===== config.mk =====
export PLATFORM = sky130hd
export DESIGN_NAME = rgb332_quantize_checker_dither_flat
export DESIGN_NICKNAME = d
export VERILOG_FILES = /design/src/design/rqd_pkg.sv /design/src/design/rqd_pixel_if.sv /design/src/design/rqd_byte_if.sv /design/src/design/rgb332_quantize_checker_dither.sv /design/src/design/rqd_regs.sv /design/src/design/rqd_front.sv /design/src/design/rqd_queue.sv /design/src/design/rqd_back.sv /design/src/flat_wrapper.sv
export SDC_FILE = /design/constraint.sdc
export NUM_CORES = 1
export LEC_CHECK = 0
export BUFFER_PORTS_ARGS = -buffer_cell sky130_fd_sc_hd__buf_2
export CAP_MARGIN = 20
export CORE_AREA = 2 2 189 191
export CTS_CLUSTER_SIZE = 25
export DETAILED_ROUTE_END_ITERATION = 8
export DIE_AREA = 0 0 191 193
export PLACE_DENSITY_LB_ADDON = 0.08
export SLEW_MARGIN = 20
export SYNTH_ARGS = -nofsm -noshare
export SYNTH_HDL_FRONTEND = slang
export SYNTH_SLANG_ARGS = --single-unit

===== constraint.sdc =====
create_clock -name clk -period 21 [get_ports clk]
set_clock_uncertainty 0.1 [all_clocks]
set_input_delay 4.2 -clock clk [delete_from_list [all_inputs] [get_ports clk]]
set_output_delay 4.2 -clock clk [all_outputs]
set_load 0.02 [all_outputs]

===== src/design/rqd_pkg.sv =====
`default_nettype none
// ----------------------------------------------------------------------------
// rqd_pkg: shared types, constants and level functions
// Register map, queue entry layout and the constant-divisor quantizers
// used by the RGB332 checker-dither converter.
// ----------------------------------------------------------------------------
package rqd_pkg;

  // column counter width and queue depth defaults
  localparam int WIDTH_BITS  = 16;
  localparam int QUEUE_DEPTH = 2;

  // configuration port
  localparam int PADDR_W   = 4;
  localparam int PDATA_W   = 32;
  localparam int REG_IDX_W = 2;
  localparam int IMG_W     = 16;

  localparam logic [REG_IDX_W-1:0] REG_DITHER_ENABLE = 2'd0;
  localparam logic [REG_IDX_W-1:0] REG_ALPHA_PRESENT = 2'd1;
  localparam logic [REG_IDX_W-1:0] REG_IMAGE_WIDTH   = 2'd2;

  localparam logic [IMG_W-1:0] IMAGE_WIDTH_RESET = 16'd320;

  localparam logic [7:0] KEY_TRANSPARENT = 8'd170;
  localparam logic [7:0] ALPHA_OPAQUE    = 8'd255;

  // 36.428 held as 36428/1000, its half as 18214/1000
  localparam int RG_SCALE = 1000;
  localparam int RG_STEP  = 36428;
  localparam int RG_HALF  = 18214;
  localparam int B_STEP   = 85;
  localparam int B_SCALE  = 2;
  localparam int RG_MAX   = 7;
  localparam int B_MAX    = 3;

  // highest quotient the ceiling can reach for an 8-bit channel
  localparam int RG_QMAX = (255 * RG_SCALE + RG_HALF - 1) / RG_HALF;
  localparam int B_QMAX  = (255 * B_SCALE + B_STEP - 1) / B_STEP;

  typedef struct packed {
    logic             dither_enable;
    logic             alpha_present;
    logic [IMG_W-1:0] image_width;
  } cfg_t;

  typedef struct packed {
    logic [7:0] red;
    logic [7:0] green;
    logic [7:0] blue;
    logic       transparent;
    logic       same_parity;
  } entry_t;

  // round(c / 36.428): count the step boundaries at or below the value
  function automatic logic [2:0] plain_rg(logic [7:0] c);
    int num;
    int lvl;
    num = int'(c) * RG_SCALE + RG_HALF;
    lvl = 0;
    for (int k = 1; k <= RG_MAX; k++) begin
      if (num >= RG_STEP * k) lvl++;
    end
    return 3'(lvl);
  endfunction

  function automatic logic [1:0] plain_b(logic [7:0] c);
    int lvl;
    lvl = 0;
    for (int k = 1; k <= B_MAX; k++) begin
      if (int'(c) >= B_STEP * k) lvl++;
    end
    return 2'(lvl);
  endfunction

  // floor or ceil of c*1000/18214, halved and clamped
  function automatic logic [2:0] dith_rg(logic [7:0] c, logic take_floor);
    int num;
    int q;
    num = int'(c) * RG_SCALE;
    q = 0;
    for (int k = 1; k <= RG_QMAX; k++) begin
      if (take_floor ? (num >= RG_HALF * k) : (num > RG_HALF * (k - 1))) q++;
    end
    q = q >> 1;
    if (q > RG_MAX) q = RG_MAX;
    return 3'(q);
  endfunction

  // floor or ceil of c*2/85, halved and clamped
  function automatic logic [1:0] dith_b(logic [7:0] c, logic take_floor);
    int num;
    int q;
    num = int'(c) * B_SCALE;
    q = 0;
    for (int k = 1; k <= B_QMAX; k++) begin
      if (take_floor ? (num >= B_STEP * k) : (num > B_STEP * (k - 1))) q++;
    end
    q = q >> 1;
    if (q > B_MAX) q = B_MAX;
    return 2'(q);
  endfunction

endpackage
`default_nettype wire


===== src/design/rqd_pixel_if.sv =====
`default_nettype none
// ----------------------------------------------------------------------------
// rqd_pixel_if: RGBA pixel stream
// Valid/ready channel carrying one source pixel and its frame marker.
// ----------------------------------------------------------------------------
interface rqd_pixel_if;
  logic       valid;
  logic       ready;
  logic [7:0] red;
  logic [7:0] green;
  logic [7:0] blue;
  logic [7:0] alpha;
  logic       frame_start;

  modport source(output valid, red, green, blue, alpha, frame_start, input ready);
  modport sink(input valid, red, green, blue, alpha, frame_start, output ready);
endinterface
`default_nettype wire


===== src/design/rqd_byte_if.sv =====
`default_nettype none
// ----------------------------------------------------------------------------
// rqd_byte_if: RGB332 byte stream
// Valid/ready channel carrying one packed output pixel.
// ----------------------------------------------------------------------------
interface rqd_byte_if;
  logic       valid;
  logic       ready;
  logic [7:0] packed_pixel;

  modport source(output valid, packed_pixel, input ready);
  modport sink(input valid, packed_pixel, output ready);
endinterface
`default_nettype wire


===== src/design/rgb332_quantize_checker_dither.sv =====
`default_nettype none
// ----------------------------------------------------------------------------
// rgb332_quantize_checker_dither: RGBA to RGB332 converter
// Quantizes a raster pixel stream to RGB332 with optional checkerboard dither.
// ----------------------------------------------------------------------------
// Takes one RGBA pixel per clock and returns one RGB332 byte per pixel, in
// order, at a sustained rate of one per clock unless the output stalls. An
// accepted pixel is classified (position, parity, transparency) and queued;
// its byte goes from the queue slot to the output register. The two-entry
// queue and the output register let intake keep going while a result waits.
// The quantizer is combinational, built from constant-threshold compares.
// Registers sit at byte addresses 0 (dither_enable), 4 (alpha_present) and 8
// (image_width). Users must see they are written only while the stream is
// idle; the block does not enforce it. No clearing pass follows reset.
// ----------------------------------------------------------------------------
module rgb332_quantize_checker_dither #(
  parameter int WIDTH_BITS  = rqd_pkg::WIDTH_BITS,
  parameter int QUEUE_DEPTH = rqd_pkg::QUEUE_DEPTH
) (
  input  wire                          clk,
  input  wire                          rst,
  input  wire                          psel,
  input  wire                          penable,
  input  wire                          pwrite,
  input  wire  [rqd_pkg::PADDR_W-1:0]  paddr,
  input  wire  [rqd_pkg::PDATA_W-1:0]  pwdata,
  output logic [rqd_pkg::PDATA_W-1:0]  prdata,
  output logic                         pready,
  rqd_pixel_if.sink                    pixel_stream,
  rqd_byte_if.source                   byte_stream
);

  rqd_pkg::cfg_t   cfg;
  rqd_pkg::entry_t push_entry;
  rqd_pkg::entry_t head;
  logic            push;
  logic            can_push;
  logic            pop;
  logic            head_valid;

  rqd_regs u_regs (
    .clk     (clk),
    .rst     (rst),
    .psel    (psel),
    .penable (penable),
    .pwrite  (pwrite),
    .paddr   (paddr),
    .pwdata  (pwdata),
    .prdata  (prdata),
    .pready  (pready),
    .cfg     (cfg)
  );

  rqd_front #(.WIDTH_BITS(WIDTH_BITS)) u_front (
    .clk          (clk),
    .rst          (rst),
    .pixel_stream (pixel_stream),
    .cfg          (cfg),
    .can_push     (can_push),
    .push         (push),
    .entry        (push_entry)
  );

  rqd_queue #(.DEPTH(QUEUE_DEPTH)) u_queue (
    .clk        (clk),
    .rst        (rst),
    .push       (push),
    .push_entry (push_entry),
    .can_push   (can_push),
    .pop        (pop),
    .head_valid (head_valid),
    .head       (head)
  );

  rqd_back u_back (
    .clk         (clk),
    .rst         (rst),
    .cfg         (cfg),
    .head_valid  (head_valid),
    .head        (head),
    .pop         (pop),
    .byte_stream (byte_stream)
  );

endmodule
`default_nettype wire


===== src/design/rqd_regs.sv =====
`default_nettype none
// ----------------------------------------------------------------------------
// rqd_regs: configuration registers
// APB-style register file for dither mode, alpha handling and image width.
// ----------------------------------------------------------------------------
module rqd_regs (
  input  wire                          clk,
  input  wire                          rst,
  input  wire                          psel,
  input  wire                          penable,
  input  wire                          pwrite,
  input  wire  [rqd_pkg::PADDR_W-1:0]  paddr,
  input  wire  [rqd_pkg::PDATA_W-1:0]  pwdata,
  output logic [rqd_pkg::PDATA_W-1:0]  prdata,
  output logic                         pready,
  output rqd_pkg::cfg_t                cfg
);

  logic [rqd_pkg::REG_IDX_W-1:0] index;
  logic                          wr_en;

  assign index  = paddr[rqd_pkg::REG_IDX_W+1:2];
  assign pready = 1'b1;
  assign wr_en  = psel && penable && pwrite && pready;

  always_ff @(posedge clk) begin
    if (rst) begin
      cfg.dither_enable <= 1'b0;
      cfg.alpha_present <= 1'b0;
      cfg.image_width   <= rqd_pkg::IMAGE_WIDTH_RESET;
    end else if (wr_en) begin
      case (index)
        rqd_pkg::REG_DITHER_ENABLE: cfg.dither_enable <= pwdata[0];
        rqd_pkg::REG_ALPHA_PRESENT: cfg.alpha_present <= pwdata[0];
        rqd_pkg::REG_IMAGE_WIDTH:   cfg.image_width   <= pwdata[rqd_pkg::IMG_W-1:0];
        default: ;
      endcase
    end
  end

  always_comb begin
    case (index)
      rqd_pkg::REG_DITHER_ENABLE:
        prdata = {{(rqd_pkg::PDATA_W-1){1'b0}}, cfg.dither_enable};
      rqd_pkg::REG_ALPHA_PRESENT:
        prdata = {{(rqd_pkg::PDATA_W-1){1'b0}}, cfg.alpha_present};
      rqd_pkg::REG_IMAGE_WIDTH:
        prdata = {{(rqd_pkg::PDATA_W-rqd_pkg::IMG_W){1'b0}}, cfg.image_width};
      default: prdata = '0;
    endcase
  end

endmodule
`default_nettype wire


===== src/design/rqd_front.sv =====
`default_nettype none
// ----------------------------------------------------------------------------
// rqd_front: pixel intake and classification
// Accepts pixels, tracks column and row parity, flags transparent pixels
// and the checkerboard cell, and pushes the result into the queue.
// ----------------------------------------------------------------------------
module rqd_front #(
  parameter int WIDTH_BITS = rqd_pkg::WIDTH_BITS
) (
  input  wire              clk,
  input  wire              rst,
  rqd_pixel_if.sink        pixel_stream,
  input  rqd_pkg::cfg_t    cfg,
  input  wire              can_push,
  output logic             push,
  output rqd_pkg::entry_t  entry
);

  localparam int CMP_W = rqd_pkg::IMG_W + 1;

  logic [WIDTH_BITS-1:0] column;
  logic                  row_odd;
  logic [WIDTH_BITS-1:0] col_cur;
  logic                  row_cur;
  logic [CMP_W-1:0]      col_plus;
  logic                  wrap;

  assign pixel_stream.ready = can_push;
  assign push = pixel_stream.valid && can_push;

  // frame start puts this pixel at the origin
  assign col_cur = pixel_stream.frame_start ? '0 : column;
  assign row_cur = pixel_stream.frame_start ? 1'b0 : row_odd;

  assign col_plus = {{(CMP_W-WIDTH_BITS){1'b0}}, col_cur} + CMP_W'(1);
  assign wrap = (col_cur == '1) || (col_plus >= {1'b0, cfg.image_width});

  always_comb begin
    entry.red         = pixel_stream.red;
    entry.green       = pixel_stream.green;
    entry.blue        = pixel_stream.blue;
    entry.transparent = cfg.alpha_present && (pixel_stream.alpha != rqd_pkg::ALPHA_OPAQUE);
    entry.same_parity = (col_cur[0] == row_cur);
  end

  always_ff @(posedge clk) begin
    if (rst) begin
      column  <= '0;
      row_odd <= 1'b0;
    end else if (push) begin
      if (wrap) begin
        column  <= '0;
        row_odd <= ~row_cur;
      end else begin
        column  <= col_cur + WIDTH_BITS'(1);
        row_odd <= row_cur;
      end
    end
  end

endmodule
`default_nettype wire


===== src/design/rqd_queue.sv =====
`default_nettype none
// ----------------------------------------------------------------------------
// rqd_queue: classified pixel queue
// Small register FIFO that decouples pixel intake from quantization.
// ----------------------------------------------------------------------------
module rqd_queue #(
  parameter int DEPTH = rqd_pkg::QUEUE_DEPTH
) (
  input  wire              clk,
  input  wire              rst,
  input  wire              push,
  input  rqd_pkg::entry_t  push_entry,
  output logic             can_push,
  input  wire              pop,
  output logic             head_valid,
  output rqd_pkg::entry_t  head
);

  localparam int PTR_W = (DEPTH > 1) ? $clog2(DEPTH) : 1;
  localparam int CNT_W = $clog2(DEPTH + 1);

  rqd_pkg::entry_t  slots [DEPTH];
  logic [PTR_W-1:0] wr_ptr;
  logic [PTR_W-1:0] rd_ptr;
  logic [CNT_W-1:0] count;

  assign head_valid = (count != '0);
  assign head       = slots[rd_ptr];
  // a pop in the same cycle frees the slot being written
  assign can_push   = (count != CNT_W'(DEPTH)) || pop;

  always_ff @(posedge clk) begin
    if (push) slots[wr_ptr] <= push_entry;
  end

  always_ff @(posedge clk) begin
    if (rst) begin
      wr_ptr <= '0;
      rd_ptr <= '0;
      count  <= '0;
    end else begin
      if (push) wr_ptr <= (wr_ptr == PTR_W'(DEPTH - 1)) ? '0 : wr_ptr + PTR_W'(1);
      if (pop)  rd_ptr <= (rd_ptr == PTR_W'(DEPTH - 1)) ? '0 : rd_ptr + PTR_W'(1);
      if (push && !pop)      count <= count + CNT_W'(1);
      else if (pop && !push) count <= count - CNT_W'(1);
    end
  end

  a_count_bound: assert property (@(posedge clk) disable iff (rst)
    count <= CNT_W'(DEPTH)) else $error("queue count above depth");

  a_no_pop_empty: assert property (@(posedge clk) disable iff (rst)
    pop |-> head_valid) else $error("pop from empty queue");

  a_count_up: assert property (@(posedge clk) disable iff (rst)
    (push && !pop) |=> count == $past(count) + CNT_W'(1))
    else $error("queue count missed a push");

  a_ptr_gap: assert property (@(posedge clk) disable iff (rst)
    (count == '0) |-> (wr_ptr == rd_ptr)) else $error("empty queue with pointer gap");

endmodule
`default_nettype wire


===== src/design/rqd_back.sv =====
`default_nettype none
// ----------------------------------------------------------------------------
// rqd_back: quantizer and output register
// Turns a queued pixel into an RGB332 byte and holds it until taken.
// ----------------------------------------------------------------------------
module rqd_back (
  input  wire              clk,
  input  wire              rst,
  input  rqd_pkg::cfg_t    cfg,
  input  wire              head_valid,
  input  rqd_pkg::entry_t  head,
  output logic             pop,
  rqd_byte_if.source       byte_stream
);

  logic [2:0] lvl_r;
  logic [2:0] lvl_g;
  logic [1:0] lvl_b;
  logic [7:0] packed_next;

  assign pop = head_valid && (!byte_stream.valid || byte_stream.ready);

  always_comb begin
    if (cfg.dither_enable) begin
      lvl_r = rqd_pkg::dith_rg(head.red, head.same_parity);
      lvl_g = rqd_pkg::dith_rg(head.green, head.same_parity);
      lvl_b = rqd_pkg::dith_b(head.blue, head.same_parity);
    end else begin
      lvl_r = rqd_pkg::plain_rg(head.red);
      lvl_g = rqd_pkg::plain_rg(head.green);
      lvl_b = rqd_pkg::plain_b(head.blue);
    end
    packed_next = head.transparent ? rqd_pkg::KEY_TRANSPARENT : {lvl_r, lvl_g, lvl_b};
  end

  always_ff @(posedge clk) begin
    if (rst) begin
      byte_stream.valid <= 1'b0;
    end else if (pop) begin
      byte_stream.valid <= 1'b1;
    end else if (byte_stream.ready) begin
      byte_stream.valid <= 1'b0;
    end
  end

  always_ff @(posedge clk) begin
    if (pop) byte_stream.packed_pixel <= packed_next;
  end

endmodule
`default_nettype wire


===== src/flat_wrapper.sv =====
// flat-port wrapper written by rule: the top's interface ports become plain ports
module rgb332_quantize_checker_dither_flat 
#(
  parameter int WIDTH_BITS  = rqd_pkg::WIDTH_BITS,
  parameter int QUEUE_DEPTH = rqd_pkg::QUEUE_DEPTH
)
  (clk, rst, psel, penable, pwrite, paddr, pwdata, prdata, pready, pixel_stream_valid, pixel_stream_red, pixel_stream_green, pixel_stream_blue, pixel_stream_alpha, pixel_stream_frame_start, pixel_stream_ready, byte_stream_valid, byte_stream_packed_pixel, byte_stream_ready);
  rqd_pixel_if pixel_stream_i ();
  rqd_byte_if byte_stream_i ();
  input  wire clk;
  input  wire rst;
  input  wire psel;
  input  wire penable;
  input  wire pwrite;
  input  wire  [rqd_pkg::PADDR_W-1:0] paddr;
  input  wire  [rqd_pkg::PDATA_W-1:0] pwdata;
  output logic [rqd_pkg::PDATA_W-1:0] prdata;
  output logic pready;
  input wire logic [$bits(pixel_stream_i.valid)-1:0] pixel_stream_valid;
  input wire logic [$bits(pixel_stream_i.red)-1:0] pixel_stream_red;
  input wire logic [$bits(pixel_stream_i.green)-1:0] pixel_stream_green;
  input wire logic [$bits(pixel_stream_i.blue)-1:0] pixel_stream_blue;
  input wire logic [$bits(pixel_stream_i.alpha)-1:0] pixel_stream_alpha;
  input wire logic [$bits(pixel_stream_i.frame_start)-1:0] pixel_stream_frame_start;
  output wire logic [$bits(pixel_stream_i.ready)-1:0] pixel_stream_ready;
  output wire logic [$bits(byte_stream_i.valid)-1:0] byte_stream_valid;
  output wire logic [$bits(byte_stream_i.packed_pixel)-1:0] byte_stream_packed_pixel;
  input wire logic [$bits(byte_stream_i.ready)-1:0] byte_stream_ready;
  assign pixel_stream_i.valid = pixel_stream_valid;
  assign pixel_stream_i.red = pixel_stream_red;
  assign pixel_stream_i.green = pixel_stream_green;
  assign pixel_stream_i.blue = pixel_stream_blue;
  assign pixel_stream_i.alpha = pixel_stream_alpha;
  assign pixel_stream_i.frame_start = pixel_stream_frame_start;
  assign pixel_stream_ready = pixel_stream_i.ready;
  assign byte_stream_valid = byte_stream_i.valid;
  assign byte_stream_packed_pixel = byte_stream_i.packed_pixel;
  assign byte_stream_i.ready = byte_stream_ready;
  rgb332_quantize_checker_dither #(.WIDTH_BITS(WIDTH_BITS), .QUEUE_DEPTH(QUEUE_DEPTH)) u_core (.clk(clk), .rst(rst), .psel(psel), .penable(penable), .pwrite(pwrite), .paddr(paddr), .pwdata(pwdata), .prdata(prdata), .pready(pready), .pixel_stream(pixel_stream_i), .byte_stream(byte_stream_i));
endmodule

# [Yosys cells after proc, flatten, opt, wreduce, memory -nomap -nowiden]
# Memories as Yosys holds them, arrays and structs flattened. A register that Yosys moved wholly into a read port is not among the register bits.
# Index checks and enable logic that the tools add are counted.
[word_totals] reg_bits=48 ramBits=52 in_bits=76 wordCells=348 memories=1
[memory_table] name="u_core.u_queue.slots" words=2 word_bits=26 read_ports=1 rd_ports_with_merged_regs=1 wr=1 line="rqd_queue.sv:22" text="rqd_pkg::entry_t slots [DEPTH];"
[op_classes] add_sub_neg=55 multipliers=2 n_lt_le_gt_ge=93 n_eq_ne=6 muxes=160 n_bitwise=1 reduce_logical=20
[ops] op="two-way mux 32 bit" n=69
[ops] op="adder 32 x 2 -> 32 bit, second input constant" n=33
[ops] op="greater-or-equal comparator 32 x 19 -> 1 bit, second input constant" n=14
[ops] op="> comparator 32 x 19 -> 1 bit, second input constant" n=14
[ops] op="greater-or-equal comparator 32 x 18 -> 1 bit, second input constant" n=8
[ops] op="> comparator 32 x 18 -> 1 bit, second input constant" n=8
[ops] op="greater-or-equal comparator 19 x 18 -> 1 bit, second input constant" n=8
[ops] op="greater-or-equal comparator 32 x 17 -> 1 bit, second input constant" n=4
[ops] op="> comparator 32 x 17 -> 1 bit, second input constant" n=4
[ops] op="two-way mux 3 bit" n=28
[ops] op="greater-or-equal comparator 19 x 17 -> 1 bit, second input constant" n=4
[ops] op="greater-or-equal comparator 32 x 16 -> 1 bit, second input constant" n=2
[ops] op="greater-or-equal comparator 32 x 20 -> 1 bit, second input constant" n=2
[ops] op="> comparator 32 x 1 -> 1 bit, second input constant" n=2
[ops] op="> comparator 32 x 16 -> 1 bit, second input constant" n=2
[ops] op="> comparator 31 x 3 -> 1 bit, second input constant" n=2
[ops] op="two-way mux 1 bit" n=52
[ops] op="case mux 16 bit (3 select lines)" n=1
[ops] op="adder 18 x 15 -> 19 bit, second input constant" n=2
[ops] op="greater-or-equal comparator 19 x 16 -> 1 bit, second input constant" n=2
[ops] op="adder 3 x 2 -> 3 bit, second input constant" n=12
[ops] op="two-way mux 16 bit" n=2
[ops] op="> comparator 31 x 2 -> 1 bit, second input constant" n=1
[ops] op="multiplier 8 x 7 -> 15 bit, second input constant" n=2
[ops] op="other kinds (30)" n=59

# [Logic depth before layout (Yosys ltp)]
# Gate-level depths: netlist of the first run.
[logic_depth] ltp_word=50 ltp_mapped=68 depth_no_buf=61

# [Modules after synthesis]
# A second synthesis of the first run with hierarchy kept.
[hier_totals] cells_unflattened=1853 hier_area_um2=15568.7
[by_module_without_submodules] mod="rqd_back" n_inst=1 cells_each=1397 area_each_um2=10576.4 seq_area_each_um2=260.2
[by_module_without_submodules] mod="rqd_queue" n_inst=1 cells_each=104 area_each_um2=2083.2 seq_area_each_um2=1661.6
[by_module_without_submodules] mod="rqd_front" n_inst=1 cells_each=234 area_each_um2=1828.0 seq_area_each_um2=340.3
[by_module_without_submodules] mod="rqd_regs" n_inst=1 cells_each=118 area_each_um2=1081.0 seq_area_each_um2=360.3

# [Least setup slack after synthesis of the first run]
# OpenSTA, ideal clock, no wires.
[synth_path] path_kind="reg2reg" start="register with a tool-made name" end="register u_core.u_back.byte_stream.packed_pixel[2] (data pin)" setup_time_ns=0.281 arrival_time_ns=15.000 required_ns=20.619 slack_ns=5.618 stages_incl_launch_ff=66 n_path_buf=7 path_cell_list="dfxtp_1 > buf_2 > buf_2 > buf_1 > clkbuf_1 > mux2i_1 > inv_1 > fa_1 > xor2_1 > ha_1 > a21oi_1 > fa_1 > fa_1 > inv_1 > ha_1 > a21oi_4 > nor2b_2 > or4_1 > [... 30 more ...] > o21a_1 > ha_1 > mux2_2 > o31a_1 > ha_1 > mux2_2 > ha_1 > mux2_2 > ha_1 > and2_1 > buf_1 > nand2_1 > nor3_1 > a211oi_1 > a32oi_1 > xor2_1 > mux2i_1 > a31oi_1"
[synth_lines] item="to (signal assigned)" line="rqd_back.sv:47" text="if (pop) byte_stream.packed_pixel <= packed_next;"
[synth_lines] item="to (decl)" line="rqd_byte_if.sv:11" text="modport source(output valid, packed_pixel, input ready);"

==> results.txt, run 1 <==
- Sequential share of the synthesized area: between 10% and 20%
- The endpoint identified for the worst register-to-register timing path is u_core.u_back.byte_stream.packed_pixel[4].
- The average instance in the mapped netlist occupies 8.20 sq um.
- The worst setup path is of the reg2reg kind.
* Hold depth: 2
- The floorplan step defined a die boundary enclosing roughly 37000 sq um.
- Synthesis produced a netlist whose cell count is between 1500 and 2000.
- The startpoint identified for the worst hold timing path is u_core.u_regs.cfg[10].
* Area share of and/or/nand/nor cells after synthesis: between 20 and 25%
- TritonCTS built the clock tree.
- Data arrival time of the worst path: roughly 16000 ps
- Critical Path Most Common Cell: sky130_fd_sc_hd__ha_1
* Hold endpoint: u_core.u_regs.cfg[10]
* Num CTS Buffers: 9
- At the pin with the least slew margin, the transition time is just over 900 ps.
* Final Max Slew Viols: 0
- Setup violations remaining at the end of the flow were counted as 0.
- From synthesis to final layout, the design area changed by 6.65%.
- The first global-routing pass estimated between 60000 and 70000 um of wire.
* Number of vias per cell after detailed routing: approximately 5.6
* Unrepaired setup endpoints after global routing: no
- Combinational family with the most area after synthesis: simple AND/OR/NAND/NOR gates
- Post-synthesis cell area: between 15000 and 20000 sq um
* Routed wire per std cell: 15.8 um
- The first detailed-routing pass took 7 iterations.
* Hold violation total from the final report: 0
* Root buffer cell: sky130_fd_sc_hd__clkbuf_16
- Counting every sink on the clock net gives ~100.
- In the layout the commonest cells are 176 x sky130_fd_sc_hd__nand2_1, 159 x sky130_fd_sc_hd__ha_1, 146 x sky130_fd_sc_hd__inv_1.
- The floorplan step defined a core boundary enclosing between 30000 and 40000 sq um.
* Global route overflow: 0
- Largest fanout on the critical path: 30
- Floorplan die width: about 190 um
- In this run the deepest clock path goes through 2 buffers.
- The portion of synthesized area spent on multiplexers is between 5 and 6%.
- Achievable Freq: 62.4 MHz
- Worst path required time: about 21000 ps
* Largest net degree at the start of global routing: 42
- Of the cells placed in the final design, the portion with a size suffix greater than 1 is a little under an eighth.
- Proportion of synthesized flip-flops having asynchronous set or reset: 0%
- Row generation in the floorplan step produced 69 rows.
- Clock network latency to the later pin of the worst-skew pair: 350 ps
* Critical Path End Type: register
- In this run, synthesis inferred 60 flip-flops with an integrated enable.
- DR vias: between 10000 and 15000
* Via count of the first global-routing pass: about 13000
* CTS clk-pin slew, worst paths: 70 ps
- Setup total negative slack: 0 ps
- Final-stage net count: ~2200
- Routability-driven placement finished with a final weighted congestion of approximately 0.87.
- The H-tree was split into 3 levels.
* Effective utilization at floorplan: 44.3%
- Adder-cell area share of the yosys netlist: 18.3%
- Stage delay of the slowest cell on the critical path: roughly 570 ps
- In this run, the number of DRC markers left after iteration 0 of detailed routing was 619.
- Across every metal layer, demand over resource in global routing totals slightly above 20%.
- For this block, the routed nets add up to between 30000 and 40000 um of wire.
* Xor and xnor fraction of the mapped netlist area: between 10% and 20%
* Path category of the worst min-delay check: reg2reg
* Floorplan die height: 193 um
- Once detailed placement completed, the half-perimeter wirelength came to approximately 30000 um.
- Yosys printed 0 warnings.
* Post-synth top flop: sky130_fd_sc_hd__edfxtp_1
- In this run, distinct cell masters in the synthesized netlist total between 100 and 150.
- Period utilisation layout: 76.3%
* Post-cts sizing count: 0
- Post-CTS Setup Inserts: 0
- Worst setup SP type: register
- The initial antenna violation count was 3.
- Relative slew slack: 38.6%
- The flow ran to the end, and the final reports show no timing, DRC or antenna violations.
- Remaining antenna violation count after routing: 0
* Count of input and output buffers: between 80 and 90
- between 100 and 150 I/O pins were placed.
- In the routed design, unresolved DRC markers number 0.
- In this run the register-to-register setup slack is around 5000 ps.
- Number of flip-flops and latches in the synthesized netlist: between 100 and 150
* CP max stage cell: sky130_fd_sc_hd__mux2i_1
- The tool flagged a number of max-cap violations equal to 0.
- Summing the areas of all compound-gate instances in the mapped netlist gives about a fifth of the synthesized area.
* Number of buffers inserted by hold repair at cts: 0
- Number of cells on the worst reg-to-reg path: between 50 and 60
* Final min period: about 16000 ps
- Leading cell type in the layout, fill and taps excluded: sky130_fd_sc_hd__nand2_1
## cells by family after synthesis
kind of cell,Yosys count
other,2
flip-flops,101
buffers and inverters,237
XOR/XNOR,158
multiplexers,74
adder cells (fa/ha/maj),201
AO/OA/AOI/OAI,472
AND/OR/NAND/NOR,644
## synthesized netlist by cell type, types with 27 or more instances
| cell type | instances | share of area [%] |
|---|---|---|
| sky130_fd_sc_hd__o21ai_0 | 80 | 2.6 |
| sky130_fd_sc_hd__a21oi_1 | 132 | 4.3 |
| sky130_fd_sc_hd__dfxtp_1 | 41 | 5.3 |
| sky130_fd_sc_hd__mux2i_1 | 39 | 2.5 |
| sky130_fd_sc_hd__nand3_1 | 77 | 2.5 |
| sky130_fd_sc_hd__edfxtp_1 | 60 | 12 |
| sky130_fd_sc_hd__a31oi_1 | 28 | 1.1 |
| sky130_fd_sc_hd__and3_1 | 27 | 1.1 |
| sky130_fd_sc_hd__nor2_1 | 97 | 2.4 |
| sky130_fd_sc_hd__nand4_1 | 35 | 1.4 |
| sky130_fd_sc_hd__mux2_2 | 35 | 2.5 |
| sky130_fd_sc_hd__and2_1 | 36 | 1.5 |
| sky130_fd_sc_hd__inv_1 | 145 | 3.5 |
| sky130_fd_sc_hd__clkbuf_1 | 52 | 1.3 |
| sky130_fd_sc_hd__nand2_1 | 176 | 4.3 |
| sky130_fd_sc_hd__xor2_1 | 48 | 2.7 |
| sky130_fd_sc_hd__fa_1 | 42 | 5.4 |
| sky130_fd_sc_hd__ha_1 | 159 | 13 |
| sky130_fd_sc_hd__nor3_1 | 39 | 1.3 |
| sky130_fd_sc_hd__xnor2_1 | 89 | 5.0 |
## worst max-delay path, delay by kind of cell, from the launching register on
kind                       cells  cell delay (ps)
AOI/OAI and AO/OA             14             3030
and+or+nand+nor               14             2960
DFF                            1              440
adders and majority gates     17             5740
xor gates and xnor gates       2              570
muxes                          6             2000
buffers and inverters          5              930
## flip-flops by register name, summed over array words and instances (netlist names), named ones only
name	cells
u_core.u_back.byte_stream.packed_pixel	8
u_core.u_front.row_odd	1
u_core.u_queue.rd_ptr	1
u_core.u_queue.wr_ptr	1
u_core.u_back.byte_stream.valid	1
u_core.u_regs.cfg	18
u_core.u_queue.count	2
u_core.u_queue.slots	52
u_core.u_front.column	16
## final cells by class
cell class / count / area (sq um)
sequential: 101 / 2620
inverter: 147 / 552
fill: 3488 / 18400
clock buffer: 11 / 264
multi-input combinational: 1566 / 12000
clock inverter: 5 / 45.0
antenna: 2 / 5.00
tap: 461 / 577
timing repair buffer: 94 / 498
## routing by layer
metal / up-vias / part of all wire (%) / GRT usage (%)
met5: - / 0.035 / 0
met4: 2 / 0.94 / 3.73
met3: 23 / 3.4 / 2.17
met2: 231 / 46 / 35.3
met1: 6272 / 49 / 28.3
li1: 6914 / - / -
## worst max path at each step
stage | end | slack (ps) | cells after the start
2_1_floorplan | u_core.u_back.byte_stream.packed_pixel[2] | 5620 | 65
3_3_place_gp | u_core.u_back.byte_stream.packed_pixel[2] | 5070 | 58
3_5_place_dp | u_core.u_back.byte_stream.packed_pixel[4] | 4940 | 58
4_1_cts | u_core.u_back.byte_stream.packed_pixel[4] | 4900 | 60
5_1_grt | u_core.u_back.byte_stream.packed_pixel[4] | 3860 | 57
6_report | u_core.u_back.byte_stream.packed_pixel[4] | 4970 | 58
## per-stage QoR
step | utilization (%) | instances | hold WS (ps) | setup slack (ps) | area (sq um)
3_5_place_dp | 46.3 | 2369 | 361 | 4940 | 16200
2_1_floorplan | - | 1904 | 341 | 5620 | 15500
4_1_cts | 47.2 | 2385 | 372 | 4900 | 16500
3_3_place_gp | 46.3 | 2369 | 352 | 5070 | 16200
5_1_grt | 47.2 | 2385 | 390 | 3860 | 16500
6_report | 47.2 | 2387 | 368 | 4970 | 16500
Power of run 1 is left out: the tool's default activity adds up to more than one toggle a clock period on the data nets, which glitch-free logic cannot reach.
==> run 2: changes to the inputs <==
--- a/config.mk
+++ b/config.mk
@@ -5,6 +5,7 @@
 export SDC_FILE = /design/constraint.sdc
 export NUM_CORES = 1
 export LEC_CHECK = 0
+export ABC_AREA = 1
 export BUFFER_PORTS_ARGS = -buffer_cell sky130_fd_sc_hd__buf_2
 export CAP_MARGIN = 20
 export CORE_AREA = 2 2 189 191
==> constraint.sdc (replaced) <==
create_clock -name clk -period 15 [get_ports clk]
set_clock_uncertainty 0.1 [all_clocks]
set_input_delay 3 -clock clk [delete_from_list [all_inputs] [get_ports clk]]
set_output_delay 3 -clock clk [all_outputs]
set_load 0.02 [all_outputs]
==> run 2 against run 1 <==
Compared with the run above: via count is 5.8% higher; largest cell class unchanged; non-clock buffer count shrank 7; global-route usage decreased by 0.66 points; register-to-register slack worse by 2900 ps; synthesized area shrank 0.27%; synthesized cell count rose by 24%; highest routed layer is now met4; final area up 0.27%; critical endpoint is now u_core.u_back.byte_stream.packed_pixel[3]; count of clock-buffer cells in the layout decreased by 1; setup slack got worse by 2900 ps; utilization is 0.13 points higher.
==> results.txt, run 2 <==
- Count of synthesis-stage warnings from yosys: 0
- The routed design has 35800 um of wire.
- Achievable Freq: around 77 MHz
- Final min period: approximately 13000 ps
- Setup repair after global routing left no endpoint under its margin.
- Router iterations before antenna repair: 5
- Post-synth top flop: sky130_fd_sc_hd__edfxtp_1
- The number of different library cells used by synthesis comes to 67.
- For this run, the slowest stage of the critical path takes slightly below 800 ps.
* Critical Path Most Common Cell: sky130_fd_sc_hd__nand2_1
* Cell with the most instances after synthesis: sky130_fd_sc_hd__nand2_1
* Post-CTS Setup Inserts: 0
- The count of nets left with antenna violations once routing finished came out at 0.
- Dividing the final minimum period by the clock period gives around 86%.
- The routed layout has ~14000 vias.
- Final Max Slew Viols: 0
- The final hold violation count was 0.
* Total global routing track utilization: around a fifth
- The post-route netlist has between 10% and 20% of its cells at a drive strength greater than 1.
* CTS clk-pin slew, worst paths: roughly 70 ps
- Relative slew slack: 33.8%
* Final Setup Violations: 0
- Worst R2R End: u_core.u_back.byte_stream.packed_pixel[3]
- Final Wtd Congestion: 0.910
* Number of buffers inserted by hold repair at cts: 0
* Worst setup path class: reg2reg
- The share of synthesized area in the top cell type comes to 12.9%.
- Beginning of the worst hold path: u_core.u_queue.rd_ptr
- Summed over all nets, the half-perimeter wirelength after detailed placement is approximately 30000 um.
- Wire length of the first global-routing pass: between 60000 and 70000 um
* Number of design rule violations left after detail routing: 0
- Yosys mapped a number of flops with a built-in enable equal to 60.
- Number of cells produced by synthesis: ~2300
* Via count of the first global-routing pass: 13300
- For this block, the initial DRC count from the detailed router was 788.
* Proportion of synthesized flip-flops having asynchronous set or reset: 0%
* CP max stage cell: sky130_fd_sc_hd__o21ai_0
- In this run the worst path has a maximum fanout of 34.
* Top-Level Pins: approximately 120
- Worst reg-to-reg setup slack: approximately 2100 ps
* Number of vias per cell after detailed routing: 4.96
- The worst setup path is launched from a register.
- Post-cts sizing count: 0
- The synthesized netlist occupies a cell area of between 15000 and 20000 sq um.
- Together, buffers and inverters on the worst path number 8.
- The worst setup path is captured at a register.
- Sequential share of the synthesized area: ~17%
* Worst-margin pin slew: slightly below 1000 ps
- Hold depth: 1
- Largest registers: u_core.u_queue.slots (52), u_core.u_regs.cfg (18), u_core.u_front.column (16)
- The H-tree was split into 3 levels.
- The commonest cells after synthesis are 528 x sky130_fd_sc_hd__nand2_1, 416 x sky130_fd_sc_hd__inv_1, 204 x sky130_fd_sc_hd__nor2_1.
- The library cell used most frequently in the layout, excluding fill and tap cells, is sky130_fd_sc_hd__nand2_1.
* Final-stage net count: 2678
* Max-capacitance violation count: 0
- Status: finished, final reports clean
* Area growth from synthesis to layout: 7.23%
- In this run the vertical extent of the chip is a little under 200 um.
- The register with the most flip-flops in the layout has 52 of them.
- Count of input and output buffers: 83
* Number of flip-flops and latches in the synthesized netlist: just over 100
- Maximum clock insertion buffer count: 2
- Data arrival time of the worst path: 12910 ps
* Die Area: around 37000 sq um
* Core box area: ~35000 sq um
- The synthesized design spends more area on one cell type than any other, namely sky130_fd_sc_hd__ha_1.
- Floorplan die width: between 150 and 200 um
- After routing, the total negative slack on setup checks comes to 0 ps.
- Clock tree from TritonCTS: done
- Path category of the worst min-delay check: reg2reg
- Clock latency on the worst-skew pair, taken at its later pin, is approximately 350 ps.
* Post-Syn Area per Cell: between 6 and 7 sq um
- Entering global routing, the biggest net connects 38 pins.
- After detailed routing, the average wire length per cell comes to 12.5 um.
- Broken down by cell family, the worst path's largest delay share belongs to adder cells.
* Final instance area: between 15000 and 20000 sq um
- Commonest cells after routing, fill and taps aside: 528 x sky130_fd_sc_hd__nand2_1, 416 x sky130_fd_sc_hd__inv_1, 201 x sky130_fd_sc_hd__nor2_1
* Top cells by area in the synthesized netlist: sky130_fd_sc_hd__ha_1 13%, sky130_fd_sc_hd__nand2_1 13%, sky130_fd_sc_hd__edfxtp_1 12%
- Summing all placed instances gives a cell area of ~16000 sq um.
- Counting cells, the worst reg-to-reg path comes to 73.
* Root buffer cell: sky130_fd_sc_hd__clkbuf_16
* Num CTS Buffers: 9
- Clock sinks: between 100 and 150
* Worst path required time: ~15000 ps
- The total overflow left after global routing is 0.
- The register with the most flip-flops in the final layout is u_core.u_queue.slots.
* Initial antenna violation count: 1
* Total number of placement rows: around 70
* Effective utilization at floorplan: 44.2%
-- run 2: layout make-up --
type	count	area (sq um)
Antenna cell	1	2.50
Multi-Input combinational cell	1755	10900
Clock buffer	10	229
Sequential cell	101	2620
Clock inverter	6	52.6
Fill cell	3606	18400
Tap cell	461	577
Inverter	447	1680
Timing Repair Buffer	87	445
-- run 2: worst register-to-register path: cells and delay by family (launching register included) --
family	cells	cell delay (ps)
and+or+nand+nor	42	3820
DFF	1	450
adders and majority gates	18	5950
buffers and inverters	8	930
AOI/OAI and AO/OA	5	1400
-- run 2: logic make-up after synthesis --
group                    Yosys count  synth area share [%]
other                              2                0.0486
flip-flops                       101                  17.0
multiplexers                       7                 0.486
AND/OR/NAND/NOR                 1175                  36.6
AO/OA/AOI/OAI                    291                  10.8
adder cells (fa/ha/maj)          201                  18.3
XOR/XNOR                          64                  4.12
buffers and inverters            493                  12.6
-- run 2: worst max-delay path by stage --
| stage | to | cells after the start |
|---|---|---|
| final | u_core.u_back.byte_stream.packed_pixel[3] | 73 |
| after global routing | u_core.u_back.byte_stream.packed_pixel[7] | 70 |
| after CTS | u_core.u_back.byte_stream.packed_pixel[7] | 70 |
| after detailed placement | u_core.u_back.byte_stream.packed_pixel[7] | 70 |
| after global placement | u_core.u_back.byte_stream.packed_pixel[7] | 70 |
| after floorplan | u_core.u_back.byte_stream.packed_pixel[7] | 72 |
-- run 2: metal layers --
| layer | global-route usage (%) | vias to the layer above | wire length, um |
|---|---|---|---|
| li1 | - | 7634 | - |
| met5 | 0 | - | 0 |
| met2 | 33.6 | 258 | 15700 |
| met4 | 4.03 | 0 | 459 |
| met1 | 27.8 | 6305 | 18200 |
| met3 | 1.94 | 25 | 1360 |
-- run 2: through the flow --
step           setup WS (ps)  hold WS [ps]  util, %  cells
5_1_grt                  891           381     47.4   2867
6_report                2060           352     47.4   2868
3_5_place_dp            1920           341     46.5   2851
2_1_floorplan           3240           326        -   2349
4_1_cts                 1910           353     47.4   2867
3_3_place_gp            2150           328     46.5   2851
Power of run 2 is left out for the same reason.
